$ cat src/hdl/kma_pkg.sv
// Shared widths, codes and defaults for the k-means assignment block.
`default_nettype none
package kma_pkg;
    localparam int COORD_WIDTH      = 16;
    localparam int CFG_WIDTH        = 5;
    localparam int SUM_WIDTH        = 40;
    localparam int PART_WIDTH       = 38;
    localparam int DIST_WIDTH       = 36;
    localparam int COUNT_WIDTH      = 24;
    localparam int CLUSTER_WIDTH    = 4;
    localparam int DIM_WIDTH        = 4;
    localparam int SQ_WIDTH         = 2 * COORD_WIDTH + 1;
    localparam int MAX_CLUSTERS_DEF = 16;
    localparam int MAX_DIMS_DEF     = 16;
    localparam logic [CFG_WIDTH-1:0] CFG_RESET = CFG_WIDTH'(2);

    typedef enum logic [1:0] {
        CMD_CLEAR = 2'd0,
        CMD_LOAD  = 2'd1,
        CMD_POINT = 2'd2,
        CMD_READ  = 2'd3
    } t_cmd;

    typedef enum logic {
        REG_NUM_CLUSTERS = 1'b0,
        REG_NUM_DIMS     = 1'b1
    } t_reg_idx;

    typedef enum logic {
        KIND_ASSIGN  = 1'b0,
        KIND_READOUT = 1'b1
    } t_kind;
endpackage
`default_nettype wire

$ cat src/hdl/kma_ram.sv
// Simple dual-port synchronous RAM, one write and one registered read port.
`default_nettype none
module kma_ram import kma_pkg::*; #(
    parameter int WIDTH = COORD_WIDTH,
    parameter int DEPTH = MAX_DIMS_DEF,
    localparam int AW   = (DEPTH > 1) ? $clog2(DEPTH) : 1
) (
    input  wire logic             i_clk,
    input  wire logic             i_we,
    input  wire logic [AW-1:0]    i_waddr,
    input  wire logic [WIDTH-1:0] i_wdata,
    input  wire logic [AW-1:0]    i_raddr,
    output logic      [WIDTH-1:0] o_rdata
);
    logic [WIDTH-1:0] r_mem [DEPTH];

    always_ff @(posedge i_clk) begin
        if (i_we) begin
            r_mem[i_waddr] <= i_wdata;
        end
        o_rdata <= r_mem[i_raddr];
    end
endmodule
`default_nettype wire
$ cat config.mk
export PLATFORM = sky130hd
export DESIGN_NAME = kma_ram
export DESIGN_NICKNAME = d
export VERILOG_FILES = /design/src/hdl/kma_pkg.sv /design/src/hdl/kma_ram.sv
export SDC_FILE = /design/constraint.sdc
export NUM_CORES = 1
export LEC_CHECK = 0
export ABC_AREA = 1
export ABC_CLOCK_PERIOD_IN_PS = 2180
export BUFFER_PORTS_ARGS = -buffer_cell sky130_fd_sc_hd__buf_2
export CORE_ASPECT_RATIO = 0.7
export CORE_MARGIN = 5
export CORE_UTILIZATION = 40
export CTS_CLUSTER_DIAMETER = 50
export DETAILED_ROUTE_END_ITERATION = 10
export SETUP_SLACK_MARGIN = 0.02
export SYNTH_ARGS = -nofsm -noshare
export SYNTH_HDL_FRONTEND = slang
export SYNTH_SLANG_ARGS = --single-unit
$ cat constraint.sdc
create_clock -name i_clk -period 2.18 [get_ports i_clk]
set_input_delay 0.327 -clock i_clk [delete_from_list [all_inputs] [get_ports i_clk]]
set_output_delay 0.327 -clock i_clk [all_outputs]
set_load 0.01 [all_outputs]
Word level (Yosys, flattened, before mapping)
Memories as Yosys holds them, arrays and structs flattened. A register that Yosys moved wholly into a read port is not among the register bits.
Cells that the tools add are included.
{ "totals": {"latch_bits": 0, "regBits": 0, "out_inout_bits": 16, "romBits": 0, "in_bits": 26, "mem_bits_rw": 256, "n_memories": 1} }
{ "memory_table": {"columns": ["memory", "words", "width", "rd", "rd_ports_with_merged_regs", "wr", "line_no", "source"], "rows": [
  ["r_mem", 16, 16, 1, 1, 1, "kma_ram.sv:15", "logic [WIDTH-1:0] r_mem [DEPTH];"]
]} }
{ "classes": {"n_bitwise": 0, "addsub": 0, "n_mux": 2, "n_lt_le_gt_ge": 0, "div": 0, "shifts": 0, "n_eq_ne": 0, "n_mul": 0, "reduce_logical": 0} }
{ "ops": {"columns": ["cell", "count"], "rows": [
  ["$mux W1", 2]
]} }

Logic depth before layout (Yosys ltp)
Gate-level depths: netlist (run 1).
{ "logic_depth": {"word_depth": 2, "mapped_depth": 9, "ltp_nobuf": 7} }

Worst setup path before layout (run 1)
Ideal clock, no wire load.
{ "synth_path": {"path_kind": "input -> register", "start": "input i_waddr[2]", "end": "memory r_mem[10][0] in the netlist's numbering (enable)", "arrival_time_ns": 1.238, "slack_ns": 0.553, "setup_ns": 0.388, "stages": 2, "path_cell_list": "nand3b_1 -> nor2_1"} }
{ "synth_rtl": {"columns": ["element", "line_no", "source"], "rows": [
  ["from (decl)", "kma_ram.sv:10", "input wire logic [AW-1:0] i_waddr,"],
  ["to (decl)", "kma_ram.sv:15", null]
]} }
Straight into the memory's write port.

Worst setup path after layout (run 1)
{ "layout_path": {"start": "register o_rdata[2], read port of r_mem", "end": "output o_rdata[2]"} }
{ "layout_rtl": {"columns": ["element", "line_no", "source"], "rows": [
  ["from (decl)", "kma_ram.sv:13", "output logic [WIDTH-1:0] o_rdata"]
]} }
No word-level cell between the ends.

==> results.yml, run 1 <==
setup_path:
  slowest_stage: "dfxtp_1"
  worstSetupPathType: "reg -> out"
  crit_fanout: 1
  end_kind: "output port"
  worst-path-buf-inv: 1
  critPathArrivalTime_ns: 1.13
  start_kind: "flop"
  cpLargestDelayFamily: "flip-flops"
  rrSetupSlack_ns: 1.07
  cp.required_ns: 1.85
  path_cells: "buf_2"
  slowest_delay_ns: 0.43
pwr:
  intPower_w: 0.00867
  comb_power_share_pct: 6.6
  ir_drop_mv: 0.958
  power_frac_clock_pct: 40.7
  seqPwrFrac_pct: 52.7
  sw_frac_of_total_pct: 22.4
  power_leakage_nw: 5.55
  p_sw_w: 0.00250
  power_density_nw_per_um2: 860
  p_total_w: 0.0112
floorplanning:
  core_sq_um: 27900
  die_h_microns: 151
  dieWidth_microns: 212
  rows: 51
  start_util_pct: 40.7
  io_pins: 42
  dieArea_sq_um: 32000
clock_network:
  htreeDepth: 1
  cts_buffers: 26
  clockBufferDepth: 3
  cts_tree: "done"
  postCtsSetupRepairBufs: 0
  cts.sinks: 272
  insertion_delay_ns: 0.54
  path_clk_slew_ns: 0.07
  cts-root-buf: "clkbuf_16"
  cts_hold_buf: 0
  cts_resized: 0
routing:
  post_drt_wl_per_cell_microns: 19.4
  firstDrtPassIters: 5
  vias: 7480
  ant_nets: 0
  drc: 0
  detail_route.wirelength_mm: 29.4
  drt_iter0_drc: 827
  via_per_inst: 4.92
sta:
  hold_violations: 0
  relSlewSlack_pct: 67.5
  period_minus_slack_ns: 1.46
  fin_setup_tns_ns: 0
  rsz0062_at_grt: "false"
  post-route-period-util_pct: 67.0
  max_freq_mhz: 685
  final-max-slew-violation-count: 0
  finClkSkew_ns: 0.0167
  max_slew.worst_pin.slew_ns: 0.488
  finalSetupViolCount: 0
finish:
  layout.cells.most_common: "nand2_1"
  area.growth.synth_to_final_pct: 14.1
  drive_gt1_share_pct: 11.8
  nets: 1154
  layout_common_cells: "341 x nand2_1, 256 x edfxtp_1, 196 x inv_1"
  diodes: 0
yosys:
  ys_seq_area_share_pct: 70.4
  postSynthCellCount: 1074
  postSynthNetCount: 1100
  synth.area.top_cells: "edfxtp_1 68%, nand2_1 11%, nand3_1 8.5%"
  syn_area_sq_um: 11400
  synth_top_area_cell: "edfxtp_1"
  synth-seq-cells: 272
  yosysWarnings: 0
  synth_top_area_share_pct: 67.5
  synth_cell_types: 13
  syn_area_per_cell_sq_um: 10.6
global_route:
  overflow: 0
  gr-usage-all-layers_pct: 18.5
  grt_pass1_vias: 6927
  grt_start_max_net_pins: 65
  antenna_found_initial: 0
  grt_pass1_wl_mm: 44.3
placed_design:
  io_buffers: 41
  hpwl_mm: 17.9
  gp_congestion: 0.822
run_status:
  status: "finished clean"
flow_run:
  cap_violations: 0
hold_path:
  min_path_type: "in -> reg"
-- per-layer routing --
| layer | part of all wire, % | up-vias | GRT usage (%) |
|---|---|---|---|
| met5 | 0 | - | 0 |
| met4 | 1.3 | 0 | 2.64 |
| met3 | 9.4 | 30 | 4.58 |
| met2 | 42 | 287 | 26.3 |
| met1 | 47 | 3597 | 29.2 |
| li1 | - | 3566 | - |
-- area by class of cell --
class,count,area [sq um]
clock buffer,38,747
clock inverter,10,109
fill,2607,15000
inverter,198,746
multi-input combinational,553,2360
sequential,272,8010
tap,371,464
timing repair buffer,77,553
-- path summary, 6_finish.rpt --
kind,from,to,depth (start not counted)
setup reg to reg,r_mem[1][8],o_rdata[8],6
hold reg to reg,r_mem[12][9],o_rdata[9],6
setup / recovery,o_rdata[2],o_rdata[2],1
hold / removal,i_wdata[11],r_mem[0][11],1
-- synth_stat cells --
| cell | n |
|---|---|
| buf_4 | 18 |
| inv_1 | 196 |
| nand3b_1 | 2 |
| buf_6 | 3 |
| nor2_1 | 17 |
| clkbuf_1 | 10 |
| edfxtp_1 | 256 |
| inv_2 | 2 |
| buf_2 | 19 |
| nand3_1 | 193 |
| nand2_1 | 341 |
| dfxtp_1 | 16 |
| buf_1 | 1 |
-- kinds of logic after synthesis --
logic type	count (synthesis)	synth area share (%)
and+or+nand+nor	553	20.4
DFF	272	70.4
buffers and inverters	249	9.21
-- power groups by stage --
stage	clock network (W)	logic [W]	registers, W
after floorplan	0	0.000395	0.00600
after global placement	0	0.000736	0.00600
after detailed placement	0	0.000742	0.00600
after CTS	0.00463	0.000744	0.00589
after global routing	0.00482	0.000817	0.00590
final	0.00454	0.000740	0.00589
-- registers in the layout (all words and copies together), names as in the netlist --
name and flops:
o_rdata 16, r_mem 256
-- per-stage QoR --
step | instances | util (%) | setup slack [ns] | hold slack (ns) | cell area [sq um]
2_1_floorplan | 1074 | - | 0.553 | 0.426 | 11400
3_3_place_gp | 1471 | 43.4 | 0.412 | 0.625 | 12100
3_5_place_dp | 1471 | 43.4 | 0.408 | 0.634 | 12100
4_1_cts | 1519 | 46.5 | 0.699 | 0.175 | 13000
5_1_grt | 1519 | 46.5 | 0.687 | 0.193 | 13000
6_report | 1519 | 46.5 | 0.720 | 0.190 | 13000
Power figures use the tool's default switching activity.
==> inputs of run 2 (changes only) <==
- ABC_AREA: 1 -> 0
- ABC_CLOCK_PERIOD_IN_PS: 2180 -> 1200
- clock period: 2.18 -> 1.2 ns (I/O delays scaled with it)
==> results.yml, run 2 <==
finish:
  n_fill_cell: 1966
  fin_cells: 873
  layout.cells.most_common: "edfxtp_1"
  top_register: "r_mem"
  final_core_util_pct: 49.9
  multi_input_area_sq_um: 2160
  reg_top3: "r_mem (256), o_rdata (16)"
  diodes: 0
  area.growth.synth_to_final_pct: 22.8
  drive_gt1_share_pct: 45.6
  largest_reg_flops: 256
  nets: 556
  regArea_sq_um: 8020
  layout_common_cells: "256 x edfxtp_1, 64 x mux4_2, 32 x buf_2"
yosys:
  synthArstFlopShare_pct: 0
  postSynthCellCount: 432
  syn_area_sq_um: 10000
  synth.most_common_cell: "edfxtp_1"
  ys_seq_area_share_pct: 79.7
  postSynthNetCount: 458
  synth_flop_cell: "edfxtp_1"
  synth_common_cells: "256 x edfxtp_1, 54 x mux4_2, 32 x a22oi_1, 17 x nand2_1, 16 x dfxtp_1"
  synth.area.top_cells: "edfxtp_1 77%, mux4_2 12%, dfxtp_1 3.2%"
  synth_cell_types: 19
  syn_area_per_cell_sq_um: 23.2
  synth_top_area_share_pct: 76.5
  synth_top_area_cell: "edfxtp_1"
  yosysWarnings: 0
  synth-seq-cells: 272
  synth-edff-count: 256
setup_path:
  crit_fanout: 1
  end_kind: "flop"
  rrSetupSlack_ns: -0.05
  cp.required_ns: 1.60
  worstSetupPathType: "reg -> reg"
  r2r_end: "o_rdata[11]"
  worstReg2RegStart: "r_mem[11][11]"
  start_kind: "flop"
  reg2reg_depth: 3
  critPathArrivalTime_ns: 1.65
global_route:
  grt_pass1_vias: 4886
  gr-usage-all-layers_pct: 15.6
  met2_usage_pct: 22.5
  grt_util_met1_pct: 24.4
  use_met3_pct: 3.50
  overflow: 0
  grt_start_max_net_pins: 36
  antenna_found_initial: 2
  grt_pass1_wl_mm: 32.4
  grt-busiest-layer: "met1"
floorplanning:
  rows: 48
  core_sq_um: 24700
  dieWidth_microns: 199
  dieArea_sq_um: 28400
  start_util_pct: 40.7
  die_h_microns: 143
  io_pins: 42
pwr:
  ir_drop_mv: 1.01
  power_leakage_nw: 3.98
  power_density_nw_per_um2: 1580
sta:
  max_freq_mhz: 799
  post-route-period-util_pct: 104
  setup_ws_ns: -0.0513
  relSlewSlack_pct: 72.8
  rsz0062_at_grt: "true"
  finClkSkew_ns: 0.00986
  fin_setup_tns_ns: -0.120
  max_slew.worst_pin.slew_ns: 0.407
  holdWs_ns: 0.0303
  final-max-slew-violation-count: 0
  period_minus_slack_ns: 1.25
  hold_violations: 0
  finalSetupViolCount: 8
clock_network:
  cts-root-buf: "clkbuf_16"
  cts.sinks: 272
  cts_buffers: 25
  htreeDepth: 1
  insertion_delay_ns: 0.52
  cts_tree: "done"
  path_clk_slew_ns: 0.06
  clockBufferDepth: 3
routing:
  firstDrtPassIters: 5
  post_drt_wl_per_cell_microns: 24.7
  ant_nets: 0
  vias: 4734
  detail_route.wirelength_mm: 21.6
  via_per_inst: 5.42
  drc: 0
  drt_iter0_drc: 370
run_status:
  violations: "setup timing"
  status: "finished, violations left"
placed_design:
  io_buffers: 41
  gp_congestion: 0.715
  hpwl_mm: 12.2
  place_inst: 828
hold_path:
  min_path_type: "in -> reg"
  hold_depth: 1
  hp-start: "i_wdata[8]"
  min_to: "r_mem[8][8]"
flow_run:
  cap_violations: 0
run 2: cell families (layout without fill, tap and decap cells):
family	count (synthesis)	count (layout)	synth area share, %
AOI/OAI and AO/OA	32	32	2.39
buffers and inverters	21	137	1.23
DFF	272	272	79.7
muxes	64	64	14.7
and+or+nand+nor	43	43	1.92
run 2: worst max path at each step:
stage | start | end | slack (ns) | cells past startpoint
2_1_floorplan | i_waddr[2] | r_mem[0][0] | -0.31 | 2
3_3_place_gp | i_raddr[0] | o_rdata[14] | -0.45 | 5
3_5_place_dp | i_raddr[0] | o_rdata[14] | -0.45 | 5
4_1_cts | r_mem[11][11] | o_rdata[11] | -0.05 | 3
5_1_grt | r_mem[0][1] | o_rdata[1] | -0.09 | 3
6_report | r_mem[11][11] | o_rdata[11] | -0.05 | 3
run 2: area by class of cell:
cell class | count | share of cell area (%)
flip-flops and latches | 272 | 65.1
multi-input cells | 139 | 17.5
repair buffers | 92 | 7.73
clock buffers | 36 | 5.98
well taps | 325 | 3.30
clock inverters | 9 | 0.416
run 2: report_power, final:
part	switching [W]	total, W	internal (W)
Clock	0.00325	0.00752	0.00427
Sequential	0.0000714	0.0107	0.0106
Combinational	0.000640	0.00121	0.000567
run 2: timing repair:
item / CTS / global route
endpoints found under the setup margin: 24 / 23
gates resized for setup: 28 / 19
setup buffers: 0 / 0
pin swaps: 6 / 4
hold buffers: 0 / 0
run 2: worst max-delay path, cell delays in order, from the launching register on:
cell and delay [ns]:
edfxtp_1 0.38, mux4_2 0.48, a22oi_2 0.20, nand2_1 0.07
run 2: routing by layer:
layer / vias up / routed length, microns
met3: 38 / 1550
met5: - / 21
met1: 2505 / 10100
met4: 4 / 375
met2: 158 / 9550
li1: 2029 / -
run 2: stage by stage:
step | area [sq um] | power, W | worst slack (ns)
after floorplan | 10200 | 0.0115 | -0.310
after global placement | 11300 | 0.0120 | -0.449
after detailed placement | 11300 | 0.0120 | -0.455
after CTS | 12200 | 0.0195 | -0.0546
after global routing | 12300 | 0.0201 | -0.0910
final | 12300 | 0.0194 | -0.0513
==> inputs of run 3 (changes only) <==
- ABC_AREA: 0 -> 1
==> results.yml, run 3 (synthesized netlist as in run 1, its figures left out) <==
setup_path:
  end_kind: "output port"
  start_kind: "flop"
  slowest_delay_ns: 0.36
  cp.required_ns: 1.02
  crit_fanout: 1
  critPathArrivalTime_ns: 1.04
  worstSetupPathType: "reg -> out"
  worst-path-buf-inv: 1
  path_cells: "buf_6"
  cpLargestDelayFamily: "flip-flops"
  slowest_stage: "dfxtp_4"
finish:
  layout_common_cells: "341 x nand2_1, 256 x edfxtp_1, 196 x inv_1"
  area.growth.synth_to_final_pct: 21.2
  n_fill_cell: 2517
  drive_gt1_share_pct: 16.0
  top_register: "r_mem"
  nets: 1196
  reg_top3: "r_mem (256), o_rdata (16)"
  layout.cells.most_common: "nand2_1"
  multi_input_area_sq_um: 2370
  regArea_sq_um: 8030
  largest_reg_flops: 256
  final_core_util_pct: 49.3
  diodes: 0
floorplanning:
  core_sq_um: 27900
  dieWidth_microns: 212
  rows: 51
  start_util_pct: 40.7
  die_h_microns: 151
  io_pins: 42
  dieArea_sq_um: 32000
sta:
  post-route-period-util_pct: 102
  finalSetupViolCount: 4
  max_freq_mhz: 818
  max_slew.worst_pin.slew_ns: 0.385
  final-max-slew-violation-count: 0
  rsz0062_at_grt: "true"
  hold_violations: 0
  period_minus_slack_ns: 1.22
  setup_ws_ns: -0.0220
  finClkSkew_ns: 0.0219
  holdWs_ns: 0.0301
  relSlewSlack_pct: 74.3
pwr:
  power_density_nw_per_um2: 1550
  power_leakage_nw: 5.91
  p_total_w: 0.0214
  ir_drop_mv: 1.23
routing:
  met3_length_mm: 1.67
  detail_route.wirelength_mm: 28.9
  ant_nets: 0
  via_per_inst: 4.87
  highest_layer: "met4"
  drt_iter0_drc: 738
  drc: 0
  post_drt_wl_per_cell_microns: 18.5
  route.met2.wl_mm: 12.6
  vias: 7600
  wl_met1_mm: 14.2
  firstDrtPassIters: 5
placed_design:
  gp_congestion: 0.823
  hpwl_mm: 18.3
  io_buffers: 41
run_status:
  violations: "setup timing"
  status: "finished, violations left"
global_route:
  gr-usage-all-layers_pct: 18.1
  antenna_found_initial: 0
  grt_pass1_vias: 7263
  grt_start_max_net_pins: 52
  overflow: 0
  grt_pass1_wl_mm: 43.7
clock_network:
  cts-root-buf: "clkbuf_16"
  clockBufferDepth: 3
  postCtsSetupRepairBufs: 0
  cts_buffers: 28
  path_clk_slew_ns: 0.06
  insertion_delay_ns: 0.56
  htreeDepth: 1
  cts_tree: "done"
  cts.sinks: 272
hold_path:
  min_path_type: "in -> reg"
flow_run:
  cap_violations: 0
run 3: metrics by stage:
| step | instances | worst slack, ns | TNS (ns) | cell area, sq um |
|---|---|---|---|---|
| after CTS | 1562 | -0.0692 | -0.265 | 13800 |
| after global routing | 1562 | -0.0727 | -0.351 | 13800 |
| after global placement | 1510 | -0.186 | -31.62 | 12700 |
| after floorplan | 1074 | -0.0925 | -17.94 | 11400 |
| after detailed placement | 1510 | -0.184 | -32.91 | 12700 |
| final | 1562 | -0.0220 | -0.0666 | 13800 |
run 3: per-layer routing:
metal,GRT usage (%),vias to the layer above
li1,-,3661
met1,27.9,3690
met2,27.5,216
met3,3.37,33
met4,2.67,0
met5,0,-
run 3: path summary, 6_finish.rpt:
path | from | endpoint | slack, ns | cells after the start
max | o_rdata[13] | o_rdata[13] | -0.02 | 1
min | i_wdata[12] | r_mem[11][12] | 0.03 | 1
max reg2reg | r_mem[9][6] | o_rdata[6] | 0.12 | 6
min reg2reg | r_mem[6][3] | o_rdata[3] | 0.68 | 6
run 3: where the power goes:
| part | switching [W] | total [W] | internal (W) |
|---|---|---|---|
| clock network | 0.00373 | 0.00916 | 0.00544 |
| logic | 0.000968 | 0.00153 | 0.000561 |
| registers | 0.0000887 | 0.0107 | 0.0106 |
| total | 0.00478 | 0.0214 | 0.0166 |
run 3: layout make-up:
cell class / instances / area share (%)
Clock buffer: 38 / 5.64
Inverter: 198 / 5.41
Tap cell: 371 / 3.37
Clock inverter: 13 / 1.43
Timing Repair Buffer: 117 / 8.70
Multi-Input combinational cell: 553 / 17.2
Sequential cell: 272 / 58.2
run 3: what timing repair did:
item	4_1_cts	5_1_grt
gates resized for setup	26	2
setup endpoints to repair	15	15
hold endpoints to repair	1	0
hold buffers	1	0
